`src/sv/usc_pkg.sv`:
```
// Package with the shared types, constants and lead-byte decoder of the UTF-8 sanitizer.
package usc_pkg;

    // Byte sent in place of any broken or stray part of a sequence.
    localparam logic [7:0] REPLACEMENT = 8'h3F;

    // Most output bytes that one input byte can release.
    localparam int unsigned MAX_RUN = 4;

    // Output bytes released by one input byte, queued between front and back.
    typedef struct packed {
        logic [MAX_RUN-1:0][7:0] bytes;
        logic [2:0]              count;
        logic                    text_end;
    } run_t;

    // Sequence length announced by a lead byte; zero for a byte that cannot lead.
    function automatic logic [2:0] lead_length(input logic [7:0] b);
        logic [2:0] len;
        begin
            len = 3'd0;
            if (b <= 8'h7F) begin
                len = 3'd1;
            end
            else if ((b & 8'hE0) == 8'hC0) begin
                len = 3'd2;
            end
            else if ((b & 8'hF0) == 8'hE0) begin
                len = 3'd3;
            end
            else if ((b & 8'hF8) == 8'hF0) begin
                len = 3'd4;
            end
            return len;
        end
    endfunction

endpackage

```
`src/sv/usc_in_if.sv`:
```
// Stream interface that carries raw text bytes into the sanitizer.
interface usc_in_if;
    logic       valid;
    logic       ready;
    logic [7:0] in_byte;
    logic       in_last;

    modport source (output valid, output in_byte, output in_last, input ready);
    modport sink   (input valid, input in_byte, input in_last, output ready);
endinterface

```
`src/sv/usc_out_if.sv`:
```
// Stream interface that carries cleaned bytes out of the sanitizer.
interface usc_out_if;
    logic       valid;
    logic       ready;
    logic [7:0] out_byte;
    logic       out_run_last;
    logic       out_text_end;

    modport source (output valid, output out_byte, output out_run_last,
                    output out_text_end, input ready);
    modport sink   (input valid, input out_byte, input out_run_last,
                    input out_text_end, output ready);
endinterface

```
`src/sv/usc_front.sv`:
```
// Front end: accepts input bytes, tracks the partial sequence and builds each output run.
module usc_front (
    input  logic           clk,
    input  logic           rst_n,
    usc_in_if.sink         in_ch,
    output logic           push_valid,
    input  logic           push_ready,
    output usc_pkg::run_t  push_data
);
    import usc_pkg::*;

    logic [1:0] held_count_reg;
    logic [1:0] held_count_next;
    logic [2:0] seq_len_reg;
    logic [2:0] seq_len_next;
    logic [7:0] held_reg  [0:2];
    logic [7:0] held_next [0:2];

    logic       accept;
    logic       is_cont;
    logic       consumed;
    logic [2:0] lead_len;
    logic [2:0] n;
    run_t       run;
    int         k;

    assign accept   = in_ch.valid && in_ch.ready;
    assign is_cont  = (in_ch.in_byte[7:6] == 2'b10);
    assign lead_len = lead_length(in_ch.in_byte);

    // Work out the run released by this byte and the sequence it leaves held.
    always_comb
    begin
        for (k = 0; k < MAX_RUN; k++)
        begin
            run.bytes[k] = REPLACEMENT;
        end
        for (k = 0; k < 3; k++)
        begin
            held_next[k] = held_reg[k];
        end
        n               = 3'd0;
        consumed        = 1'b0;
        held_count_next = held_count_reg;
        seq_len_next    = seq_len_reg;

        if (held_count_reg != 2'd0)
        begin
            if (is_cont)
            begin
                consumed = 1'b1;
                if (({1'b0, held_count_reg} + 3'd1) >= seq_len_reg)
                begin
                    // Sequence complete: held bytes and this one pass unchanged.
                    for (k = 0; k < 3; k++)
                    begin
                        if (2'(k) < held_count_reg)
                        begin
                            run.bytes[k] = held_reg[k];
                        end
                    end
                    run.bytes[held_count_reg] = in_ch.in_byte;
                    n               = {1'b0, held_count_reg} + 3'd1;
                    held_count_next = 2'd0;
                    seq_len_next    = 3'd0;
                end
                else
                begin
                    held_next[held_count_reg] = in_ch.in_byte;
                    held_count_next           = held_count_reg + 2'd1;
                end
            end
            else
            begin
                // Broken sequence: one replacement for every held byte.
                n               = {1'b0, held_count_reg};
                held_count_next = 2'd0;
                seq_len_next    = 3'd0;
            end
        end

        // The byte starts afresh as a lead.
        if (!consumed)
        begin
            if (lead_len == 3'd1)
            begin
                run.bytes[n[1:0]] = in_ch.in_byte;
                n = n + 3'd1;
            end
            else if (lead_len == 3'd0)
            begin
                n = n + 3'd1;
            end
            else
            begin
                held_next[0]    = in_ch.in_byte;
                held_count_next = 2'd1;
                seq_len_next    = lead_len;
            end
        end

        // A string end cuts off anything still held.
        if (in_ch.in_last && (held_count_next != 2'd0))
        begin
            n               = n + {1'b0, held_count_next};
            held_count_next = 2'd0;
            seq_len_next    = 3'd0;
        end

        run.count    = n;
        run.text_end = in_ch.in_last;
    end

    assign in_ch.ready = push_ready;
    assign push_valid  = accept && (n != 3'd0);
    assign push_data   = run;

    // Sequence control state.
    always_ff @(posedge clk or negedge rst_n)
    begin
        if (!rst_n)
        begin
            held_count_reg <= 2'd0;
            seq_len_reg    <= 3'd0;
        end
        else if (accept)
        begin
            held_count_reg <= held_count_next;
            seq_len_reg    <= seq_len_next;
        end
    end

    // Held bytes carry no reset; they are read only once written.
    always_ff @(posedge clk)
    begin
        if (accept)
        begin
            for (int i = 0; i < 3; i++)
            begin
                held_reg[i] <= held_next[i];
            end
        end
    end

endmodule

```
`src/sv/usc_fifo.sv`:
```
// Short queue of output runs that decouples the front end from the serializer.
module usc_fifo #(
    parameter int unsigned DEPTH = 2
) (
    input  logic           clk,
    input  logic           rst_n,
    input  logic           push_valid,
    output logic           push_ready,
    input  usc_pkg::run_t  push_data,
    output logic           pop_valid,
    input  logic           pop,
    output usc_pkg::run_t  pop_data
);
    import usc_pkg::*;

    localparam int unsigned PTR_W = (DEPTH > 1) ? $clog2(DEPTH) : 1;
    localparam int unsigned CNT_W = $clog2(DEPTH + 1);
    localparam logic [PTR_W-1:0] LAST_PTR = PTR_W'(DEPTH - 1);
    localparam logic [CNT_W-1:0] FULL_CNT = CNT_W'(DEPTH);

    run_t             entry_reg [0:DEPTH-1];
    logic [PTR_W-1:0] wr_ptr_reg;
    logic [PTR_W-1:0] rd_ptr_reg;
    logic [CNT_W-1:0] count_reg;
    logic             do_push;
    logic             do_pop;

    assign push_ready = (count_reg != FULL_CNT);
    assign pop_valid  = (count_reg != '0);
    assign pop_data   = entry_reg[rd_ptr_reg];
    assign do_push    = push_valid && push_ready;
    assign do_pop     = pop && pop_valid;

    // Pointers and fill count.
    always_ff @(posedge clk or negedge rst_n)
    begin
        if (!rst_n)
        begin
            wr_ptr_reg <= '0;
            rd_ptr_reg <= '0;
            count_reg  <= '0;
        end
        else
        begin
            if (do_push)
            begin
                wr_ptr_reg <= (wr_ptr_reg == LAST_PTR) ? '0 : wr_ptr_reg + PTR_W'(1);
            end
            if (do_pop)
            begin
                rd_ptr_reg <= (rd_ptr_reg == LAST_PTR) ? '0 : rd_ptr_reg + PTR_W'(1);
            end
            if (do_push && !do_pop)
            begin
                count_reg <= count_reg + CNT_W'(1);
            end
            else if (do_pop && !do_push)
            begin
                count_reg <= count_reg - CNT_W'(1);
            end
        end
    end

    // Entry storage.
    always_ff @(posedge clk)
    begin
        if (do_push)
        begin
            entry_reg[wr_ptr_reg] <= push_data;
        end
    end

endmodule

```
`src/sv/usc_back.sv`:
```
// Back end: sends the bytes of each queued run out one transaction at a time.
module usc_back (
    input  logic           clk,
    input  logic           rst_n,
    input  logic           run_valid,
    input  usc_pkg::run_t  run_data,
    output logic           run_pop,
    usc_out_if.source      out_ch
);
    import usc_pkg::*;

    logic [1:0] idx_reg;
    logic       is_run_last;
    logic       send;

    assign is_run_last = (({1'b0, idx_reg} + 3'd1) == run_data.count);
    assign send        = out_ch.valid && out_ch.ready;
    assign run_pop     = send && is_run_last;

    assign out_ch.valid        = run_valid;
    assign out_ch.out_byte     = run_data.bytes[idx_reg];
    assign out_ch.out_run_last = is_run_last;
    assign out_ch.out_text_end = is_run_last && run_data.text_end;

    // Position within the current run.
    always_ff @(posedge clk or negedge rst_n)
    begin
        if (!rst_n)
        begin
            idx_reg <= 2'd0;
        end
        else if (send)
        begin
            idx_reg <= is_run_last ? 2'd0 : idx_reg + 2'd1;
        end
    end

endmodule

```
`src/sv/utf8_stream_sanitizer_core.sv`:
```
// Top level of the UTF-8 stream sanitizer: front end, run queue and output serializer.
//
// Use: raw text enters on in_ch, one byte per transaction, with in_last high on
// the final byte of each string. Cleaned bytes leave on out_ch. Each input byte
// releases zero to four output bytes; out_run_last marks the last of them and
// out_text_end marks the end of the cleaned string.
// Latency: when the run queue is empty, the first byte of a run is offered on
// out_ch in the cycle after the input transaction that releases it.
// Throughput: one output byte per cycle while out_ch.ready is high. An input byte
// that releases k bytes keeps the serializer busy until all k are sent; the run
// queue (QUEUE_DEPTH entries) lets input continue meanwhile, so plain text flows at
// one byte per cycle and input stalls only when a replacement or completion burst or an output stall fills the queue.
// Reset clears the held sequence, the queue and the serializer position; no
// partly received sequence survives it.
// When the receiver holds out_ch.ready low the output byte stays put, the queue
// fills and in_ch.ready then falls until space frees up.
module utf8_stream_sanitizer_core #(
    parameter int unsigned QUEUE_DEPTH = 2
) (
    input  logic       clk,
    input  logic       rst_n,
    usc_in_if.sink     in_ch,
    usc_out_if.source  out_ch
);
    import usc_pkg::*;

    logic push_valid;
    logic push_ready;
    run_t push_data;
    logic pop_valid;
    logic pop;
    run_t pop_data;

    // Classification and sequence tracking.
    usc_front u_front (
        .clk        (clk),
        .rst_n      (rst_n),
        .in_ch      (in_ch),
        .push_valid (push_valid),
        .push_ready (push_ready),
        .push_data  (push_data)
    );

    // Run queue between the two halves.
    usc_fifo #(
        .DEPTH (QUEUE_DEPTH)
    ) u_fifo (
        .clk        (clk),
        .rst_n      (rst_n),
        .push_valid (push_valid),
        .push_ready (push_ready),
        .push_data  (push_data),
        .pop_valid  (pop_valid),
        .pop        (pop),
        .pop_data   (pop_data)
    );

    // Output serializer.
    usc_back u_back (
        .clk       (clk),
        .rst_n     (rst_n),
        .run_valid (pop_valid),
        .run_data  (pop_data),
        .run_pop   (pop),
        .out_ch    (out_ch)
    );

endmodule

```
`src/flat_wrapper.sv`:
```
// flat-port wrapper written by rule: the top's interface ports become plain ports
module utf8_stream_sanitizer_core_flat import usc_pkg::*;
#(
    parameter int unsigned QUEUE_DEPTH = 2
)
  (clk, rst_n, in_ch_valid, in_ch_in_byte, in_ch_in_last, in_ch_ready, out_ch_valid, out_ch_out_byte, out_ch_out_run_last, out_ch_out_text_end, out_ch_ready);
  usc_in_if in_ch_i ();
  usc_out_if out_ch_i ();
  input  logic clk;
  input  logic rst_n;
  input wire logic [$bits(in_ch_i.valid)-1:0] in_ch_valid;
  input wire logic [$bits(in_ch_i.in_byte)-1:0] in_ch_in_byte;
  input wire logic [$bits(in_ch_i.in_last)-1:0] in_ch_in_last;
  output wire logic [$bits(in_ch_i.ready)-1:0] in_ch_ready;
  output wire logic [$bits(out_ch_i.valid)-1:0] out_ch_valid;
  output wire logic [$bits(out_ch_i.out_byte)-1:0] out_ch_out_byte;
  output wire logic [$bits(out_ch_i.out_run_last)-1:0] out_ch_out_run_last;
  output wire logic [$bits(out_ch_i.out_text_end)-1:0] out_ch_out_text_end;
  input wire logic [$bits(out_ch_i.ready)-1:0] out_ch_ready;
  assign in_ch_i.valid = in_ch_valid;
  assign in_ch_i.in_byte = in_ch_in_byte;
  assign in_ch_i.in_last = in_ch_in_last;
  assign in_ch_ready = in_ch_i.ready;
  assign out_ch_valid = out_ch_i.valid;
  assign out_ch_out_byte = out_ch_i.out_byte;
  assign out_ch_out_run_last = out_ch_i.out_run_last;
  assign out_ch_out_text_end = out_ch_i.out_text_end;
  assign out_ch_i.ready = out_ch_ready;
  utf8_stream_sanitizer_core #(.QUEUE_DEPTH(QUEUE_DEPTH)) u_core (.clk(clk), .rst_n(rst_n), .in_ch(in_ch_i), .out_ch(out_ch_i));
endmodule
```
`config.mk`:
```
export PLATFORM = sky130hd
export DESIGN_NAME = utf8_stream_sanitizer_core_flat
export DESIGN_NICKNAME = d
export VERILOG_FILES = /design/src/sv/usc_pkg.sv /design/src/sv/usc_in_if.sv /design/src/sv/usc_out_if.sv /design/src/sv/usc_front.sv /design/src/sv/usc_fifo.sv /design/src/sv/usc_back.sv /design/src/sv/utf8_stream_sanitizer_core.sv /design/src/flat_wrapper.sv
export SDC_FILE = /design/constraint.sdc
export NUM_CORES = 1
export LEC_CHECK = 0
export BUFFER_PORTS_ARGS = -buffer_cell sky130_fd_sc_hd__buf_2
export CORE_MARGIN = 2
export CORE_UTILIZATION = 45
export DETAILED_ROUTE_END_ITERATION = 16
export PLACE_DENSITY_LB_ADDON = 0.05
export SYNTH_ARGS = -nofsm -noshare
export SYNTH_HDL_FRONTEND = slang
export SYNTH_SLANG_ARGS = --single-unit
```
`constraint.sdc`:
```
create_clock -name clk -period 8 [get_ports clk]
set_clock_uncertainty 0.2 [all_clocks]
set_input_delay 0 -clock clk [delete_from_list [all_inputs] [get_ports clk]]
set_output_delay 0 -clock clk [all_outputs]
set_load 0.01 [all_outputs]
```
==> flow_summary.toml, run 1 <==
[status]
outcome = "finished clean"

[critical_path]
worst_setup_path_end_kind = "flip-flop"
max_stage_delay_ps = 850
path_cells = "inv_1, ha_1, ha_1, nand2_1, o21a_1, a21oi_1, nand2b_1, ha_1, and3_4, a211o_4, fa_1, xor2_1, o32ai_2, nor2_4"
startpoint_type = "flip-flop"
r2r_slack_ps = 2750
cp_max_fo = 36
cp_slowest_cell = "nor2_4"
cpMostUsedCell = "ha_1"
r2r_cells = 14
r2r-start = "u_core.u_front.held_count_reg[0]$_DFFE_PN0P_"
cp.arrival_ps = 5030
reg2reg_to = "u_core.u_fifo.entry_reg[0][31]$_DFFE_PP_"
cp.required_ps = 7780
path_class = "reg -> reg"

[min_path]
min_from = "in_ch_in_byte[2]"
min_path_type = "in -> reg"
worstHoldPathCells = 2

[detailed_routing]
drc = 0
drtIter0Drc = 242
wirelength_um = 9890
post_drt_wl_per_cell_um = 18.0
ant_nets = 0
firstDrtPassIters = 5
vias = 2992
viasPerCell = 5.46

[cts]
clock-root-buffer = "clkbuf_8"
cts_tree = "built"
path_clk_slew_ps = 110
cts_buffer_depth = 2
cts.sinks = 107
cts_resized = 0
cts_made_buffers = 9
htree_levels = 3
worstSkewPairLatency_ps = 360

[cells_and_area]
mostFrequentLayoutCells = "edfxtp_1, nand2_1, nor2_1, buf_2, o21ai_0"
antennaDiodeCount = 0
nNetsFinal = 432
layout-area-overhead-vs-synth_pct = 11.9
fillers = 938
drive_gt1_frac = 0.199
layout.cells.most_common = "edfxtp_1"

[pwr]
irDropWorstVdd_mv = 0.138
p_leak_uw = 0.00195
power.density_nw_per_um2 = 324

[floorplan]
start_util = 0.462
io_pins = 25
core_um2 = 10900
num_rows = 38
die-width_um = 110
die_y_um = 110
dieArea_um2 = 12000

[global_route]
grt_pass1_vias = 2906
track_usage = 0.179
grt_antenna_before_repair = 0
grt_remaining_overflow = 0
grt_pass1_wl_um = 15700
grt_start_max_net_pins = 37

[timing]
rsz0062_at_grt = "no"
hold_ws_ps = 241
finalHoldViolations = 0
drv_slew = 0
max_freq_ghz = 0.191
finalSetupTns_ps = 0
worst_slew_pin_slew_ps = 1040
timing.slew.headroom = 0.307
finalCritPeriodShare = 0.656
setup_viol = 0
min_period_ps = 5250

[yosys]
ys_ff_latch = 107
synth_area_leaders = "edfxtp_1, mux4_2, dfrtp_1, nand2_1, ha_1"
syn_area_per_cell_um2 = 13.7
ys_warn_count = 0
ys_seq_area_frac = 0.628
synth.cell_area_um2 = 5030
syn_inst = 368
yosysTopAreaCell = "edfxtp_1"
yosys.area.top_type_share = 0.574
synth_cell_types = 49
syn-num-nets = 396

[job]
maxCapViolCount = 0

[placed_design]
port-buffer-count = 24
gp_congestion = 0.841
dpl.hpwl_um = 7000
==> power breakdown <==
part / switching (uW) / total [uW] / leakage [uW] / internal, uW
sequential: 69.6 / 823 / 0.000947 / 753
clock: 193 / 344 / 0.000105 / 151
combinational: 367 / 654 / 0.000900 / 287
==> cells by family (layout without fill, tap and decap cells) <==
family,Yosys count,in the layout,synth area share
simple gates,123,123,0.113
compound gates,57,57,0.0797
fa+ha+maj,15,15,0.0388
buf+inv,26,66,0.0212
flops,107,107,0.628
mux,30,30,0.102
xor+xnor,10,10,0.0174
==> critical path: cells and delay by family (launching register included) <==
kind / cells / cell delay (ps)
buffers and inverters: 1 / 160
xor gates and xnor gates: 1 / 250
and+or+nand+nor: 4 / 1220
adders and majority gates: 4 / 1470
DFF: 1 / 540
AOI/OAI and AO/OA: 4 / 1020
==> per-layer routing <==
metal | GRT usage | vias to the layer above | share of wire
li1 | - | 1444 | -
met1 | 0.275 | 1474 | 0.51
met2 | 0.257 | 61 | 0.43
met3 | 0.0243 | 13 | 0.035
met4 | 0.0696 | 0 | 0.019
met5 | 0 | - | 0
==> worst max-delay path by stage <==
stage | start | end
after global routing | u_core.u_front.held_count_reg[0]$_DFFE_PN0P_ | u_core.u_fifo.entry_reg[0][34]$_DFFE_PP_
final | u_core.u_front.held_count_reg[0]$_DFFE_PN0P_ | u_core.u_fifo.entry_reg[0][31]$_DFFE_PP_
after global placement | u_core.u_front.held_count_reg[0]$_DFFE_PN0P_ | u_core.u_fifo.entry_reg[0][22]$_DFFE_PP_
after CTS | u_core.u_front.held_count_reg[0]$_DFFE_PN0P_ | u_core.u_fifo.entry_reg[0][25]$_DFFE_PP_
after detailed placement | u_core.u_front.held_count_reg[0]$_DFFE_PN0P_ | u_core.u_fifo.entry_reg[0][22]$_DFFE_PP_
after floorplan | u_core.u_front.held_count_reg[0]$_DFFE_PN0P_ | u_core.u_fifo.entry_reg[1][0]$_DFFE_PP_
==> cell usage after synthesis (all sizes together) <==
cell / number
edfxtp: 96
nand2: 51
nor2: 32
o21ai: 21
mux4: 16
ha: 14
dfrtp: 11
inv: 11
buf: 9
a21oi: 8
mux2: 8
or2: 8
mux2i: 6
nand2b: 6
o22a: 6
xnor2: 6
and3: 5
clkbuf: 5
nor2b: 5
nor3: 5
nand3: 4
xor2: 4
a32o: 3
o31ai: 3
a211o: 2
a21o: 2
a22o: 2
a22oi: 2
and2: 2
o211ai: 2
o31a: 2
or4: 2
clkinv: 1
fa: 1
nor3b: 1
o21a: 1
o22ai: 1
o32ai: 1
o41ai: 1
or3: 1
or3b: 1
==> layout make-up <==
cell class	instances	area, um^2	share of cell area
repair buffers	39	265	0.0472
multi-input cells	235	1770	0.315
well taps	140	175	0.0311
flip-flops and latches	107	3160	0.561
clock buffers	9	124	0.0220
inverters	12	45.0	0.00801
clock inverters	6	83.8	0.0149
==> metrics by stage <==
stage / utilization / cell area, um^2 / setup slack, ps / std cells / power (uW)
finish: 0.517 / 5630 / 2750 / 548 / 1820
global route: 0.517 / 5630 / 2470 / 548 / 1940
CTS: 0.517 / 5630 / 2710 / 548 / 1840
detailed placement: 0.486 / 5290 / 2770 / 520 / 1490
global placement: 0.486 / 5290 / 2850 / 520 / 1490
floorplan: - / 5030 / 1490 / 368 / 1310
==> repair_timing <==
action,4_1_cts,5_1_grt
endpoints found under the hold margin,98,0
hold buffers,13,0
setup buffers,0,0
(Power assumes the default switching activity.)
==> run 2, diff against run 1 <==
--- a/config.mk
+++ b/config.mk
@@ -5,6 +5,7 @@
 export SDC_FILE = /design/constraint.sdc
 export NUM_CORES = 1
 export LEC_CHECK = 0
+export ABC_AREA = 1
 export BUFFER_PORTS_ARGS = -buffer_cell sky130_fd_sc_hd__buf_2
 export CORE_MARGIN = 2
 export CORE_UTILIZATION = 45
==> constraint.sdc (replaced) <==
create_clock -name clk -period 4.36 [get_ports clk]
set_clock_uncertainty 0.2 [all_clocks]
set_input_delay 0 -clock clk [delete_from_list [all_inputs] [get_ports clk]]
set_output_delay 0 -clock clk [all_outputs]
set_load 0.01 [all_outputs]
==> run 2 against run 1 <==
Register-to-register slack lost 2500 ps. Global-route usage up 1.9 points. Critical path depth rose by 6. Sequential share of layout area fell by 0.93 points. Wire length is 14% higher. Final area rose by 1.8%. Largest power group unchanged. Die area fell by 0.32%. Flip-flop and latch count unchanged. Sequential power rose by 69%. Synthesized area shrank 0.32%.
==> flow_summary.toml, run 2 <==
[status]
outcome = "finished clean"

[cts]
worstSkewPairLatency_ps = 370
path_clk_slew_ps = 120
cts_tree = "built"
cts.sinks = 107
htree_levels = 3
clock-root-buffer = "clkbuf_8"
cts_made_buffers = 9
cts_buffer_depth = 2

[timing]
timing.slew.headroom = 0.539
hold_ws_ps = 182
drv_slew = 0
fin_ws_ps = 298
max_freq_ghz = 0.246
finalCritPeriodShare = 0.932
finalHoldViolations = 0
worst_slew_pin_slew_ps = 689
setup_viol = 0
min_period_ps = 4060

[pwr]
p_switching_uw = 1320
internal_power_uw = 2040
power_uw = 3360
irDropWorstVdd_mv = 0.316
p_comb_frac = 0.393
seq_power_share = 0.413
sw_frac_of_total = 0.392
power.density_nw_per_um2 = 587
pwr-share-clk = 0.194
p_leak_uw = 0.00209

[cells_and_area]
final_cell_count_no_fill = 670
antennaDiodeCount = 0
fillers = 988
nNetsFinal = 553
final_area_um2 = 5720
layout-area-overhead-vs-synth_pct = 14.3
drive_gt1_frac = 0.138
layout.cells.most_common = "edfxtp_1"
mostFrequentLayoutCells = "edfxtp_1, nand2_1, nor2_1, o21ai_0, inv_1"

[yosys]
yosys-top-cells-count = "edfxtp_1, nand2_1, nor2_1"
synth_area_leaders = "edfxtp_1, o21ai_0, nand2_1, nor2_1, dfrtp_1"
synth.most_common_cell = "edfxtp_1"
ys_ff_latch = 107
synth_edf_count = 96
synth_cell_types = 32
ys_seq_area_frac = 0.630
ys_warn_count = 0
synth.cell_area_um2 = 5010
syn_area_per_cell_um2 = 10.4
async_reset_ff_frac = 0.103
yosysTopAreaCell = "edfxtp_1"
yosys_most_used_dff = "edfxtp_1"
syn_inst = 482
syn-num-nets = 510
yosys.area.top_type_share = 0.575

[detailed_routing]
vias = 3577
firstDrtPassIters = 5
ant_nets = 0
wirelength_um = 11200
drtIter0Drc = 252
post_drt_wl_per_cell_um = 16.8
drc = 0
viasPerCell = 5.34

[floorplan]
num_rows = 38
core_um2 = 10800
start_util = 0.462
io_pins = 25
dieArea_um2 = 12000
die-width_um = 110
die_y_um = 110

[global_route]
grtUsageMet3 = 0.0219
top_usage_layer = "met1"
grt_start_max_net_pins = 38
grt_antenna_before_repair = 0
grt_pass1_vias = 3366
grtUsageMet1 = 0.300
grt_remaining_overflow = 0
grt_pass1_wl_um = 17500
track_usage = 0.198
grt_use_met2 = 0.293

[placed_design]
port-buffer-count = 24
dpl_cell_area_um2 = 5320
dp_cells = 637
dpl.hpwl_um = 7630
gp_congestion = 0.814
pre_cts_ws_ps = 111

[min_path]
min_from = "in_ch_in_byte[0]"
min_path_type = "in -> reg"

[critical_path]
cp.arrival_ps = 4120
worst_setup_path_end_kind = "flip-flop"
startpoint_type = "flip-flop"
cp.required_ps = 4420
setup.worst_path.start = "u_core.u_front.held_count_reg[0]$_DFFE_PN0P_"
cp_max_fo = 5
path_class = "reg -> reg"
r2r-start = "u_core.u_front.held_count_reg[0]$_DFFE_PN0P_"

[job]
maxCapViolCount = 0
run 2: cell count changes after synthesis, moves of 7 or more:
cell	before	now
a31oi_1	0	9
inv_1	10	40
mux2_2	8	0
mux4_2	16	0
nand2_1	51	77
nor2_1	32	77
o21ai_0	20	67
o22ai_1	1	12
or2_2	7	0
run 2: layer usage:
layer	part of all wire	vias up
met4	0.014	0
met2	0.45	111
li1	-	1762
met1	0.48	1690
met3	0.055	14
met5	0	-
run 2: path summary, 6_finish.rpt:
| check | cells after the start | endpoint | slack (ps) |
|---|---|---|---|
| max | 20 | u_core.u_fifo.count_reg[1]$_DFFE_PN0P_ | 300 |
| min | 2 | flip-flop | 180 |
| max reg2reg | 20 | u_core.u_fifo.count_reg[1]$_DFFE_PN0P_ | 300 |
| min reg2reg | 2 | u_core.u_fifo.wr_ptr_reg$_DFFE_PN0P_ | 290 |
| max in group asynchronous | 3 | u_core.u_front.held_count_reg[0]$_DFFE_PN0P_ | 3070 |
| min in group asynchronous | 3 | u_core.u_fifo.count_reg[1]$_DFFE_PN0P_ | 480 |
run 2: cell families after synthesis:
| kind of cell | after synthesis | share of synthesized area |
|---|---|---|
| flip-flops | 107 | 0.630 |
| adder cells (fa/ha/maj) | 15 | 0.0390 |
| AO/OA/AOI/OAI | 115 | 0.130 |
| buffers and inverters | 61 | 0.0462 |
| AND/OR/NAND/NOR | 177 | 0.142 |
| XOR/XNOR | 7 | 0.0122 |
run 2: per-stage QoR:
| step | util | TNS (ps) |
|---|---|---|
| floorplan | - | 0 |
| global placement | 0.491 | 0 |
| detailed placement | 0.491 | 0 |
| CTS | 0.523 | 0 |
| global route | 0.528 | -17.4 |
| finish | 0.528 | 0 |
run 2: critical path: stages (launching register included):
cell	delay, ps
dfrtp_2	450
inv_4	70
ha_1	320
ha_1	300
nand3_1	120
nand4_1	240
nand3_2	130
ha_1	300
nand2_1	70
o21ai_2	90
fa_2	460
nand3_1	90
nand2_1	80
nor2_1	100
nand2_1	80
nand2_2	100
inv_1	70
ha_1	320
a21oi_1	120
o21ai_1	90
xor2_1	140
run 2: timing repair:
item                                    CTS  global route
gates resized for setup                   0            12
endpoints found under the setup margin    0            74
endpoints found under the hold margin    82             0
hold buffers                             13             0
setup buffers                             0             4
run 2: final cells by class:
class | instances | area (um^2) | share of cell area
Sequential cell | 107 | 3160 | 0.552
Multi-Input combinational cell | 314 | 1650 | 0.288
Timing Repair Buffer | 47 | 350 | 0.0612
Inverter | 46 | 175 | 0.0306
Tap cell | 140 | 175 | 0.0306
Clock buffer | 9 | 124 | 0.0216
Clock inverter | 7 | 91.3 | 0.0160
run 2: power groups by stage:
stage               combinational (uW)  clock [uW]  sequential (uW)
floorplan                          886           0             1400
global placement                  1280           0             1400
detailed placement                1300           0             1410
finish                            1320         650             1390
global route                      1490         704             1400
CTS                               1310         666             1380
==> run 3, diff against run 2 <==
--- a/config.mk
+++ b/config.mk
@@ -7,6 +7,7 @@
 export LEC_CHECK = 0
 export ABC_AREA = 1
 export BUFFER_PORTS_ARGS = -buffer_cell sky130_fd_sc_hd__buf_2
+export CORE_ASPECT_RATIO = 1.4
 export CORE_MARGIN = 2
 export CORE_UTILIZATION = 45
 export DETAILED_ROUTE_END_ITERATION = 16
==> run 3 against run 2 <==
Final area increased by 1.5%. First-iteration DRC count decreased by 42%. Count of clock-buffer cells in the layout increased by 3. Cell count increased by 0.60%. Critical path type unchanged. Critical endpoint unchanged. Largest cell class unchanged.
==> flow_summary.toml, run 3 (synthesized netlist as in run 2, its figures left out) <==
[detailed_routing]
vias = 3608
drtIter0Drc = 146
m1WireLength_um = 4890
post_drt_wl_per_cell_um = 17.5
drc = 0
viasPerCell = 5.35
wirelength_um = 11800
highest_layer = "met4"
ant_nets = 0
wl_met2_um = 6240
dr_wl_met3_um = 330
firstDrtPassIters = 4

[cts]
path_clk_slew_ps = 70
cts_tree = "built"
htree_levels = 3
cts.sinks = 107
cts_made_buffers = 9
clock-root-buffer = "clkbuf_16"
worstSkewPairLatency_ps = 340
cts_buffer_depth = 2

[timing]
hold_ws_ps = 251
finalHoldViolations = 0
finalCritPeriodShare = 0.932
setup_viol = 0
min_period_ps = 4060
timing.slew.headroom = 0.556
fin_ws_ps = 295
worst_slew_pin_slew_ps = 663
max_freq_ghz = 0.246
drv_slew = 0

[placed_design]
port-buffer-count = 24
dpl.hpwl_um = 8080
gp_congestion = 0.877
dpl_cell_area_um2 = 5330
pre_cts_ws_ps = 186

[critical_path]
worst_setup_path_end_kind = "flip-flop"
cp.required_ps = 4380
cpMostUsedCell = "ha_1"
cp_max_fo = 5
startpoint_type = "flip-flop"
path_cells = "inv_2, ha_1, ha_1, nand3_1, nand4_1, nand3_2, ha_1, nand2_1, o21ai_2, fa_2, nand3_1, nand2_1, nor2_1, nand2_1, nand2_2, inv_1, ha_1, a21oi_1, o21ai_0, xor2_1"
max_stage_delay_ps = 460
cp_slowest_cell = "fa_2"
cp.arrival_ps = 4090
path_class = "reg -> reg"

[cells_and_area]
drive_gt1_frac = 0.129
mostFrequentLayoutCells = "edfxtp_1, nand2_1, nor2_1, o21ai_0, inv_1"
layout.cells.most_common = "edfxtp_1"
final_area_um2 = 5810
antennaDiodeCount = 0
fillers = 1015
nNetsFinal = 556
layout-area-overhead-vs-synth_pct = 16.0

[global_route]
grt_pass1_wl_um = 18400
grt_remaining_overflow = 0
grt_antenna_before_repair = 0
grt_pass1_vias = 3518
grt_start_max_net_pins = 37
track_usage = 0.206

[floorplan]
die-width_um = 93.2
die_y_um = 129
start_util = 0.461
dieArea_um2 = 12000
io_pins = 25
num_rows = 45
core_um2 = 10900

[min_path]
min_path_type = "in -> reg"

[status]
outcome = "finished clean"

[pwr]
power.density_nw_per_um2 = 603
p_leak_uw = 0.00213
irDropWorstVdd_mv = 0.380

[job]
maxCapViolCount = 0
## run 3: layout make-up
cell class,instances,area (um^2),share of cell area
Clock buffer,12,236,0.0407
Multi-Input combinational cell,314,1640,0.283
Tap cell,141,176,0.0304
Clock inverter,4,51.3,0.00883
Inverter,46,173,0.0297
Timing Repair Buffer,50,373,0.0642
Sequential cell,107,3160,0.544
## run 3: path summary, 6_finish.rpt
check | from | end | slack, ps | cells after the start
setup / recovery | u_core.u_front.held_count_reg[0]$_DFFE_PN0P_ | u_core.u_fifo.count_reg[1]$_DFFE_PN0P_ | 300 | 20
min in group asynchronous | rst_n | u_core.u_front.held_count_reg[0]$_DFFE_PN0P_ | 490 | 3
max in group asynchronous | rst_n | u_core.u_front.held_count_reg[1]$_DFFE_PN0P_ | 3070 | 3
setup reg to reg | u_core.u_front.held_count_reg[0]$_DFFE_PN0P_ | u_core.u_fifo.count_reg[1]$_DFFE_PN0P_ | 300 | 20
hold reg to reg | u_core.u_fifo.wr_ptr_reg$_DFFE_PN0P_ | u_core.u_fifo.wr_ptr_reg$_DFFE_PN0P_ | 280 | 2
hold / removal | in_ch_in_byte[2] | flip-flop | 250 | 2
## run 3: report_power, final
part | leakage (uW) | internal, uW | switching (uW)
registers | 0.000909 | 1340 | 59.1
clock network | 0.000137 | 447 | 344
logic | 0.00109 | 431 | 886
total | 0.00213 | 2210 | 1290
## run 3: repair_timing
action | 4_1_cts | 5_1_grt
endpoints found under the setup margin | 0 | 73
setup buffers | 0 | 7
hold endpoints to repair | 72 | 0
resized for setup | 0 | 6
hold buffers | 13 | 0
## run 3: worst max-delay path: cells and delay by family, from the launching register on
kind | cells | cell delay, ps
AOI/OAI and AO/OA | 3 | 310
and+or+nand+nor | 9 | 960
xor gates and xnor gates | 1 | 160
adders and majority gates | 5 | 1710
buffers and inverters | 2 | 170
DFF | 1 | 440
## run 3: routing by layer
metal / GRT usage / up-vias
met4: 0.0822 / 0
met5: 0 / -
met3: 0.0269 / 25
met2: 0.367 / 57
li1: - / 1766
met1: 0.252 / 1760
## run 3: per-stage QoR
step / power [uW] / std cells / utilization / setup TNS [ps]
after global routing: 3750 / 674 / 0.535 / -44.4
after detailed placement: 2720 / 638 / 0.490 / 0
after CTS: 3520 / 667 / 0.528 / 0
after floorplan: 2290 / 482 / - / 0
final: 3500 / 674 / 0.535 / 0
after global placement: 2710 / 638 / 0.490 / 0
